$ cat config.mk
export PLATFORM = sky130hd
export DESIGN_NAME = fragment_deframer_length_flag_unit
export DESIGN_NICKNAME = d
export VERILOG_FILES = /design/src/hw/rtl/fdlf_pkg.sv /design/src/hw/rtl/fdlf_step.sv /design/src/hw/rtl/fdlf_out_queue.sv /design/src/hw/rtl/fragment_deframer_length_flag_unit.sv
export VERILOG_INCLUDE_DIRS = /design/src /design/src/hw/rtl
export SDC_FILE = /design/constraint.sdc
export NUM_CORES = 1
export LEC_CHECK = 0
export ABC_AREA = 1
export BUFFER_PORTS_ARGS = -buffer_cell sky130_fd_sc_hd__buf_2
export CAP_MARGIN = 20
export CORE_ASPECT_RATIO = 0.9
export CORE_MARGIN = 3
export CORE_UTILIZATION = 55
export CTS_CLUSTER_SIZE = 12
export DETAILED_ROUTE_END_ITERATION = 8
export GPL_ROUTABILITY_DRIVEN = 0
export PLACE_DENSITY = 0.77
export SLEW_MARGIN = 20
export SYNTH_ARGS = -nofsm -noshare
export SYNTH_HDL_FRONTEND = slang
export SYNTH_SLANG_ARGS = --single-unit
$ cat constraint.sdc
create_clock -name clk -period 13.65 [get_ports clk]
set_input_delay 3.4125 -clock clk [delete_from_list [all_inputs] [get_ports clk]]
set_output_delay 3.4125 -clock clk [all_outputs]
set_load 0.05 [all_outputs]
$ cat src/hw/rtl/fragment_deframer_length_flag_unit_defines.svh
// Assertion macros shared by the fragment deframer RTL.
// Each macro expects signals named clk and rst in the scope where it is used.
`ifndef FRAGMENT_DEFRAMER_LENGTH_FLAG_UNIT_DEFINES_SVH
`define FRAGMENT_DEFRAMER_LENGTH_FLAG_UNIT_DEFINES_SVH

// The consequent must hold in the same cycle as the antecedent.
`define FDLF_ASSERT_SAME(lbl, ante, cons, msg) \
  lbl: assert property (@(posedge clk) disable iff (rst) (ante) |-> (cons)) else $error(msg);

// The consequent must hold in the cycle after the antecedent.
`define FDLF_ASSERT_NEXT(lbl, ante, cons, msg) \
  lbl: assert property (@(posedge clk) disable iff (rst) (ante) |=> (cons)) else $error(msg);

`endif

$ cat src/hw/rtl/fdlf_pkg.sv
// Package for the fragment deframer: field widths, constants and the result word type.
// Has no dependencies; used by every module of the block.
`default_nettype none

package fdlf_pkg;

  localparam int BYTE_W = 8;
  localparam int LEN_W  = 31;
  localparam int CNT_W  = 32;
  localparam int SHIFT_W = 24;

  localparam logic [1:0]        HDR_LAST      = 2'd3;
  localparam logic [LEN_W-1:0]  MAX_LEN_RESET = 31'd4096;
  localparam logic [CNT_W-1:0]  CNT_MAX       = 32'hFFFF_FFFF;

  typedef struct packed {
    logic [BYTE_W-1:0] payload_byte;
    logic              payload_valid;
    logic              message_end;
    logic [CNT_W-1:0]  message_length;
    logic              length_error;
  } result_t;

endpackage

`default_nettype wire

$ cat src/hw/rtl/fdlf_step.sv
// Deframing state and the single-pass update for one received byte.
// Depends on fdlf_pkg for widths and the result word type.
`default_nettype none

module fdlf_step
  import fdlf_pkg::*;
(
  input  wire logic              clk,
  input  wire logic              rst,
  input  wire logic              go,
  input  wire logic [BYTE_W-1:0] rx_byte,
  input  wire logic [LEN_W-1:0]  max_len,
  output result_t                res,
  output logic                   res_valid
);

  logic               in_payload, in_payload_next;
  logic [1:0]         header_count, header_count_next;
  logic [SHIFT_W-1:0] header_shift, header_shift_next;
  logic [LEN_W-1:0]   bytes_remaining, bytes_remaining_next;
  logic               more_fragments, more_fragments_next;
  logic [CNT_W-1:0]   message_count, message_count_next;

  logic [CNT_W-1:0]   hdr_word;
  logic [LEN_W-1:0]   hdr_len;
  logic [LEN_W-1:0]   rem_dec;
  logic [CNT_W-1:0]   cnt_inc;

  assign hdr_word = {header_shift, rx_byte};
  assign hdr_len  = hdr_word[CNT_W-1:1];
  assign rem_dec  = bytes_remaining - LEN_W'(1);
  assign cnt_inc  = (message_count == CNT_MAX) ? message_count : message_count + CNT_W'(1);

  always_comb begin
    in_payload_next      = in_payload;
    header_count_next    = header_count;
    header_shift_next    = header_shift;
    bytes_remaining_next = bytes_remaining;
    more_fragments_next  = more_fragments;
    message_count_next   = message_count;
    res                  = '0;
    res_valid            = 1'b0;
    if (go) begin
      if (!in_payload) begin
        if (header_count != HDR_LAST) begin
          header_shift_next = {header_shift[SHIFT_W-BYTE_W-1:0], rx_byte};
          header_count_next = header_count + 2'd1;
        end else begin
          header_count_next = '0;
          header_shift_next = '0;
          if (hdr_len > max_len) begin
            res.length_error   = 1'b1;
            res.message_length = message_count;
            res_valid          = 1'b1;
            message_count_next = '0;
          end else if (hdr_len == '0) begin
            // An empty middle fragment is skipped silently.
            if (!hdr_word[0]) begin
              res.message_end    = 1'b1;
              res.message_length = message_count;
              res_valid          = 1'b1;
              message_count_next = '0;
            end
          end else begin
            in_payload_next      = 1'b1;
            bytes_remaining_next = hdr_len;
            more_fragments_next  = hdr_word[0];
          end
        end
      end else begin
        res.payload_byte     = rx_byte;
        res.payload_valid    = 1'b1;
        res.message_length   = cnt_inc;
        res_valid            = 1'b1;
        bytes_remaining_next = rem_dec;
        message_count_next   = cnt_inc;
        if (rem_dec == '0) begin
          in_payload_next = 1'b0;
          if (!more_fragments) begin
            res.message_end    = 1'b1;
            message_count_next = '0;
          end
        end
      end
    end
  end

  always_ff @(posedge clk) begin
    if (rst) begin
      in_payload      <= 1'b0;
      header_count    <= '0;
      header_shift    <= '0;
      bytes_remaining <= '0;
      more_fragments  <= 1'b0;
      message_count   <= '0;
    end else begin
      in_payload      <= in_payload_next;
      header_count    <= header_count_next;
      header_shift    <= header_shift_next;
      bytes_remaining <= bytes_remaining_next;
      more_fragments  <= more_fragments_next;
      message_count   <= message_count_next;
    end
  end

endmodule

`default_nettype wire

$ cat src/hw/rtl/fdlf_out_queue.sv
// Two-word result queue that separates the output handshake from the update stage.
// Depends on fdlf_pkg for the result word type.
`default_nettype none

module fdlf_out_queue
  import fdlf_pkg::*;
(
  input  wire logic    clk,
  input  wire logic    rst,
  input  wire logic    push,
  input  result_t      push_data,
  output logic         full,
  output logic         out_valid,
  input  wire logic    out_stall,
  output result_t      out_data
);

  result_t    slot [2];
  logic       wr_ptr;
  logic       rd_ptr;
  logic [1:0] count;
  logic       pop;

  assign out_valid = (count != 2'd0);
  assign full      = (count == 2'd2);
  assign pop       = out_valid && !out_stall;
  assign out_data  = slot[rd_ptr];

  always_ff @(posedge clk) begin
    if (push) begin
      slot[wr_ptr] <= push_data;
    end
  end

  always_ff @(posedge clk) begin
    if (rst) begin
      wr_ptr <= 1'b0;
      rd_ptr <= 1'b0;
      count  <= 2'd0;
    end else begin
      if (push) begin
        wr_ptr <= !wr_ptr;
      end
      if (pop) begin
        rd_ptr <= !rd_ptr;
      end
      if (push && !pop) begin
        count <= count + 2'd1;
      end else if (pop && !push) begin
        count <= count - 2'd1;
      end
    end
  end

endmodule

`default_nettype wire

$ cat src/hw/rtl/fragment_deframer_length_flag_unit.sv
// Fragment deframer with length and more-fragments flag. It takes one received byte per
// clock while in_stall is low: a 4-byte big-endian header per fragment (length in bits
// 31..1, more-fragments flag in bit 0), then the payload bytes, each of which leaves as a
// word with the saturating message byte count. A byte is captured in an input register,
// processed once the output queue has room for its result, and its result, if any, written
// to a two-word output queue. One byte is accepted every cycle unless in_stall is high;
// in_stall rises only while the input register holds a byte and the output queue is full.
// Lengths above max_len produce an error word and the message is dropped. Depends on
// fdlf_pkg, fdlf_step, fdlf_out_queue and the assertion macro header.
`default_nettype none

`include "fragment_deframer_length_flag_unit_defines.svh"

module fragment_deframer_length_flag_unit
  import fdlf_pkg::*;
(
  input  wire logic              clk,
  input  wire logic              rst,
  input  wire logic              cfg_write_en,
  input  wire logic [LEN_W-1:0]  cfg_write_data,
  input  wire logic              in_valid,
  output logic                   in_stall,
  input  wire logic [BYTE_W-1:0] rx_byte,
  output logic                   out_valid,
  input  wire logic              out_stall,
  output logic [BYTE_W-1:0]      payload_byte,
  output logic                   payload_valid,
  output logic                   message_end,
  output logic [CNT_W-1:0]       message_length,
  output logic                   length_error
);

  logic [LEN_W-1:0]  max_len;
  logic              r_valid;
  logic [BYTE_W-1:0] r_byte;
  logic              fire;
  logic              q_full;
  result_t           step_res;
  logic              step_res_valid;
  result_t           q_data;

  // The held byte is processed whenever the queue has room for its result.
  assign fire     = r_valid && !q_full;
  assign in_stall = r_valid && !fire;

  always_ff @(posedge clk) begin
    if (rst) begin
      max_len <= MAX_LEN_RESET;
    end else if (cfg_write_en) begin
      max_len <= cfg_write_data;
    end
  end

  always_ff @(posedge clk) begin
    if (rst) begin
      r_valid <= 1'b0;
    end else if (!in_stall) begin
      r_valid <= in_valid;
    end
  end

  always_ff @(posedge clk) begin
    if (in_valid && !in_stall) begin
      r_byte <= rx_byte;
    end
  end

  fdlf_step u_step (
    .clk       (clk),
    .rst       (rst),
    .go        (fire),
    .rx_byte   (r_byte),
    .max_len   (max_len),
    .res       (step_res),
    .res_valid (step_res_valid)
  );

  fdlf_out_queue u_queue (
    .clk       (clk),
    .rst       (rst),
    .push      (step_res_valid),
    .push_data (step_res),
    .full      (q_full),
    .out_valid (out_valid),
    .out_stall (out_stall),
    .out_data  (q_data)
  );

  assign payload_byte   = q_data.payload_byte;
  assign payload_valid  = q_data.payload_valid;
  assign message_end    = q_data.message_end;
  assign message_length = q_data.message_length;
  assign length_error   = q_data.length_error;

  `FDLF_ASSERT_SAME(a_no_push_when_full, step_res_valid, !q_full, "result pushed into a full queue")
  `FDLF_ASSERT_NEXT(a_held_byte_kept, r_valid && !fire, r_valid, "held byte lost while stalled")
  `FDLF_ASSERT_SAME(a_err_not_end, out_valid, !(length_error && message_end), "error word also marked as message end")
  `FDLF_ASSERT_SAME(a_end_has_length, out_valid && message_end && payload_valid, message_length != '0, "message end byte with zero count")

endmodule

`default_nettype wire
### Word-level counts from Yosys, hierarchy flattened

Memories as Yosys holds them, arrays and structs flattened. A register that Yosys moved wholly into a read port is not among the register bits.
Cells that the tools add are included.

* magnitude comparators: 1
* add/subtract/negate cells: 5
* bitwise gates (word level): 4
* equality and inequality tests: 7
* reductions and logical operators: 23
* multiplexer cells: 43

Operator list (count)
* 2-to-1 mux 32 bit: 9
* 2-to-1 mux 31 bit: 4
* 2-to-1 mux 33 bit: 3
* logical NOT 31 bit: 2
* 2-to-1 mux 43 bit: 1
* 2-to-1 mux 34 bit: 1
* adder 32 x 1 -> 32 bit, second input constant: 1
* == test 32 bit, second input constant: 1
* greater-than comparator 31 bit: 1
* subtractor 31 x 1 -> 31 bit, second input constant: 1
* 2-to-1 mux 24 bit: 1
* 2-to-1 mux 1 bit: 20
* 2-to-1 mux 9 bit: 1
* logical NOT 1 bit: 8
* AND reduction 4 bit: 2
* logical AND 1 bit: 6
* 2-to-1 mux 2 bit: 3
* != test 2 x 1 -> 1 bit, second input constant: 3
* AND reduction 5 bit: 1
* adder 2 x 1 -> 2 bit, second input constant: 2
* NOT 1 bit: 4
* nonzero test 2 bit: 2
* != test 3 x 1 -> 1 bit, second input constant: 1
* nonzero test 3 bit: 1
* other kinds (4): 4

* bits in writable memories: 86
* register bits: 135
* memories: 1
* bits of input ports: 44

Memory list
* u_queue.slot: depth 2, width 43, read ports 1, clocked after Yosys merged registers in 1, write ports 1, RTL line fdlf_out_queue.sv:18 `result_t slot [2];`

### Longest topological paths before layout

* word-level depth: 10
* depth in mapped cells: 20
* mapped depth without buffers: 19

### Hierarchy

From an unflattened synthesis, not the netlist that was laid out.

* cell total of the unflattened synthesis: 1665
* area total of the unflattened synthesis: 12620.9 sq um

By module, submodules not included
* fdlf_step: times used 1, area an instance 7473.4 sq um, sequential area each 1821.7 sq um, cells each 1283
* fdlf_out_queue: times used 1, area an instance 3543.4 sq um, sequential area each 2682.6 sq um, cells each 170
* fragment_deframer_length_flag_unit: times used 1, area an instance 1604.0 sq um, sequential area each 880.8 sq um, cells each 212

### Worst setup path before layout

Ideal clock, no wire load.

* path kind: reg-to-reg
* start point: register r_byte[2]
* end point: memory u_queue.slot[1][0] (netlist bit) (enable)
* slack: 8.489 ns
* buffers on the path: 0
* required time: 13.138 ns
* stages on the path, launching flop included: 14
* arrival: 4.650 ns
* library setup time: 0.512 ns
* cell sequence: edfxtp_1 ha_1 nand2_1 o21ai_0 nand2_1 nand2_1 nand2_1 nand2_1 nand2_1 nand2_1 nand2_1 nand2_1 nand2_2 a21boi_0

* word-level cells in the longest chain between the ends: 8
* elaborated cells between the ends (all ways): 9

Ends and longest elaborated chain
* start: declaration: RTL line fragment_deframer_length_flag_unit.sv:35 `logic [BYTE_W-1:0] r_byte;`
* start signal: assignment: RTL line fragment_deframer_length_flag_unit.sv:64 `r_byte <= rx_byte;`
* branches (longest 2 deep; another with greater-than comparator 31 bit)
* 2-to-1 mux 1 bit (*): RTL line fdlf_step.sv:51 `if (hdr_len > max_len) begin`
* 2-to-1 mux 1 bit (*): RTL line fdlf_step.sv:45 `if (header_count != HDR_LAST) begin`
* 2-to-1 mux 1 bit (*): RTL line fdlf_step.sv:44 `if (!in_payload) begin`
* 2-to-1 mux 1 bit (*): RTL line fdlf_step.sv:43 `if (go) begin`
* 2-to-1 mux 1 bit (*): RTL line fdlf_out_queue.sv:30 `if (push) begin`
* 2-to-1 mux 1 bit (not written as such) (*): RTL line fdlf_out_queue.sv:31 `slot[wr_ptr] <= push_data;`
* end: declaration: RTL line fdlf_out_queue.sv:18

Every way passes the cells marked *.

==> results.yml <==
global_route:
  antenna_found_initial: 0
  grt_use_total_pct: 25.3
  grt_pass1_vias: 10200
  grt_overflow: 0
  grt_pass1_wl_mm: 49.9
  grt_max_degree: 66
clocking:
  cts_hold_buf: 0
  h-tree-depth: 1
  worstSkewPairLatency_ps: 510
  cts_setup_buffers: 0
  cts_buffer_depth: 3
  cts_tree: "yes"
  ctsResizeCount: 0
  clk_root_buffer_cell: "clkbuf_16"
  cts-buffers-inserted: 24
  cts.clk_slew.worst_paths_ps: 60
  cts_sinks: 222
synth:
  yosys-top-cells-area: "edfxtp_1 23%, dfxtp_1 21%, nand2_1 11%"
  synth_cell_type_count: 46
  synth.avg_cell_area_um2: 7.80
  synth_edf_count: 94
  synth_area_leader_cell: "edfxtp_1"
  synthFlopType: "dfxtp_1"
  syn_nets: 1630
  async_flop_share_pct: 0
  yosysSeqAreaShare_pct: 44.5
  yosys_warnings: 0
  synth_seq_cells: 222
  synth_area_um2: 12100
  netlist.area_leader.share_pct: 23.3
  synth_cells: 1550
worst_setup_path:
  start_kind: "register"
  cp_top_family: "flip-flops"
  reg2reg_setup_slack_ps: 9280
  critPathMaxStageDelay_ps: 1010
  cp.required_ps: 10240
  path_cells: "mux2_2, buf_2"
  crit_arrival_ps: 2190
  cp_slowest_cell: "dfxtp_2"
  r2r_start: "u_step.header_shift[9]$_SDFFE_PP0P_"
  cp-end-kind: "output port"
  critical_path_buf_inv_count: 1
  path_depth: 2
  cp_max_fo: 43
  worstSetupEndpoint: "message_length[28]"
  r2r-end: "u_queue.count[1]$_SDFFE_PP0P_"
  path_class: "register to output port"
  reg2regPathDepth: 16
timing:
  relSlewSlack_pct: 31.3
  min_period_ps: 5600
  grt_setup_unrepaired: "false"
  fin_skew_ps: 10.4
  hold_violations: 0
  setup_viol: 0
  tns_ps: 0
  worst_pin_slew_ps: 1030
  slew_violations: 0
  finalCritPeriodShare_pct: 41.0
  max_freq_mhz: 178
cells_and_area:
  design_area_um2: 13400
  insertedDiodeCount: 0
  final_layout_size_suffix_gt1_share_pct: 14.4
  nNetsFinal: 1684
  final_util_pct: 63.3
  area.growth.synth_to_final_pct: 11.0
  final_cells: 1908
worst_hold_path:
  hold_class: "register to register"
  hold_depth: 1
floorplan:
  die_w_um: 162
  die_h_um: 147
  rows: 50
  start_util_pct: 57.0
  dieArea_um2: 23800
  core_area_um2: 21200
  ios: 89
power:
  p_per_area_nw_per_um2: 113
  finalPower_mw: 1.52
  leakagePower_nw: 5.54
  max-vdd-ir-drop_mv: 0.0857
job:
  drv_cap: 0
detailed_routing:
  drt-total-wl_mm: 30.4
  dr.pass1.iters: 5
  routedWlPerCell_um: 15.9
  vias: 10800
  post-route-drc-count: 0
  ant_nets: 0
  viasPerCell: 5.68
  drt-initial-drc-count: 1222
placed_design:
  place.detailed.hpwl_mm: 20.6
  portBuffers: 88
  placed_area_um2: 12700
  dpl.cell_count: 1864
run_status:
  status: "complete, no violations"
==> through the flow <==
| stage | hold WS (ps) | worst slack (ps) |
|---|---|---|
| 6_report | 460 | 8050 |
| 5_1_grt | 488 | 7940 |
| 4_1_cts | 458 | 8020 |
| 3_5_place_dp | 440 | 8270 |
| 3_3_place_gp | 434 | 8340 |
| 2_1_floorplan | 425 | 8490 |
==> flip-flops by register name, summed over array words and instances (netlist names), named ones only <==
| signal | cells |
|---|---|
| u_step.more_fragments | 1 |
| u_queue.rd_ptr | 1 |
| u_step.bytes_remaining | 31 |
| r_valid | 1 |
| u_queue.slot | 86 |
| u_step.in_payload | 1 |
| u_queue.wr_ptr | 1 |
| max_len | 31 |
| r_byte | 8 |
| u_step.header_shift | 24 |
| u_step.header_count | 2 |
| u_queue.count | 2 |
| u_step.message_count | 32 |
==> logic make-up after synthesis <==
kind of cell	Yosys count	share of synthesized area [%]
buf+inv	221	7.51
mux	43	4.01
compound gates	271	11.6
fa+ha+maj	36	3.73
simple gates	732	26.8
flops	222	44.5
xor+xnor	25	1.81
==> synthesized netlist by cell type (11+ instances only) <==
cell,n
nand2_2,15
ha_1,36
nor2_1,152
inv_1,141
nand3_1,115
nor2_2,11
nand2_1,356
xor2_1,21
o21ai_0,94
mux2_2,43
buf_2,11
nor3_1,24
a21oi_1,153
clkbuf_1,47
dfxtp_1,128
nand4_1,23
edfxtp_1,94
==> cells in the final DEF (no fill, tap or decap), drive strengths merged, types with 39 or more instances in the layout <==
cell,Yosys,layout
inv,147,147
nand2,373,373
clkbuf,48,39
buf,21,100
mux2,43,43
a21oi,156,156
nand3,119,119
nor2,172,172
dfxtp,128,128
o21ai,100,100
edfxtp,94,94
==> metal layers <==
metal	vias to the layer above	track usage [%]	wire length [um]
li1	5278	-	-
met2	473	39.1	13400
met4	0	5.76	491
met1	5049	36.8	13500
met5	-	0	0
met3	43	4.74	3080
==> where the power goes <==
part	switching [mW]	internal, mW	total, mW
sequential	0.0138	0.701	0.714
clock	0.253	0.377	0.630
combinational	0.120	0.0548	0.175
total	0.387	1.13	1.52
==> worst min-delay path by stage <==
stage	startpoint	end	slack, ps
2_1_floorplan	u_queue.rd_ptr$_SDFFE_PP0P_	register	430
5_1_grt	max_len[15]$_SDFFE_PP0P_	max_len[15]$_SDFFE_PP0P_	490
3_5_place_dp	u_queue.rd_ptr$_SDFFE_PP0P_	register	440
4_1_cts	u_queue.rd_ptr$_SDFFE_PP0P_	register	460
6_report	u_queue.rd_ptr$_SDFFE_PP0P_	register	460
3_3_place_gp	u_queue.rd_ptr$_SDFFE_PP0P_	register	430
==> cell type report <==
| class | count | area [um^2] |
|---|---|---|
| clock buffer | 39 | 718 |
| clock inverter | 5 | 48.8 |
| fill | 1816 | 7790 |
| inverter | 149 | 559 |
| multi-input combinational | 1107 | 5820 |
| sequential | 222 | 5390 |
| tap | 286 | 358 |
| timing repair buffer | 100 | 531 |
No activity file was read; power rests on OpenSTA's default activity.
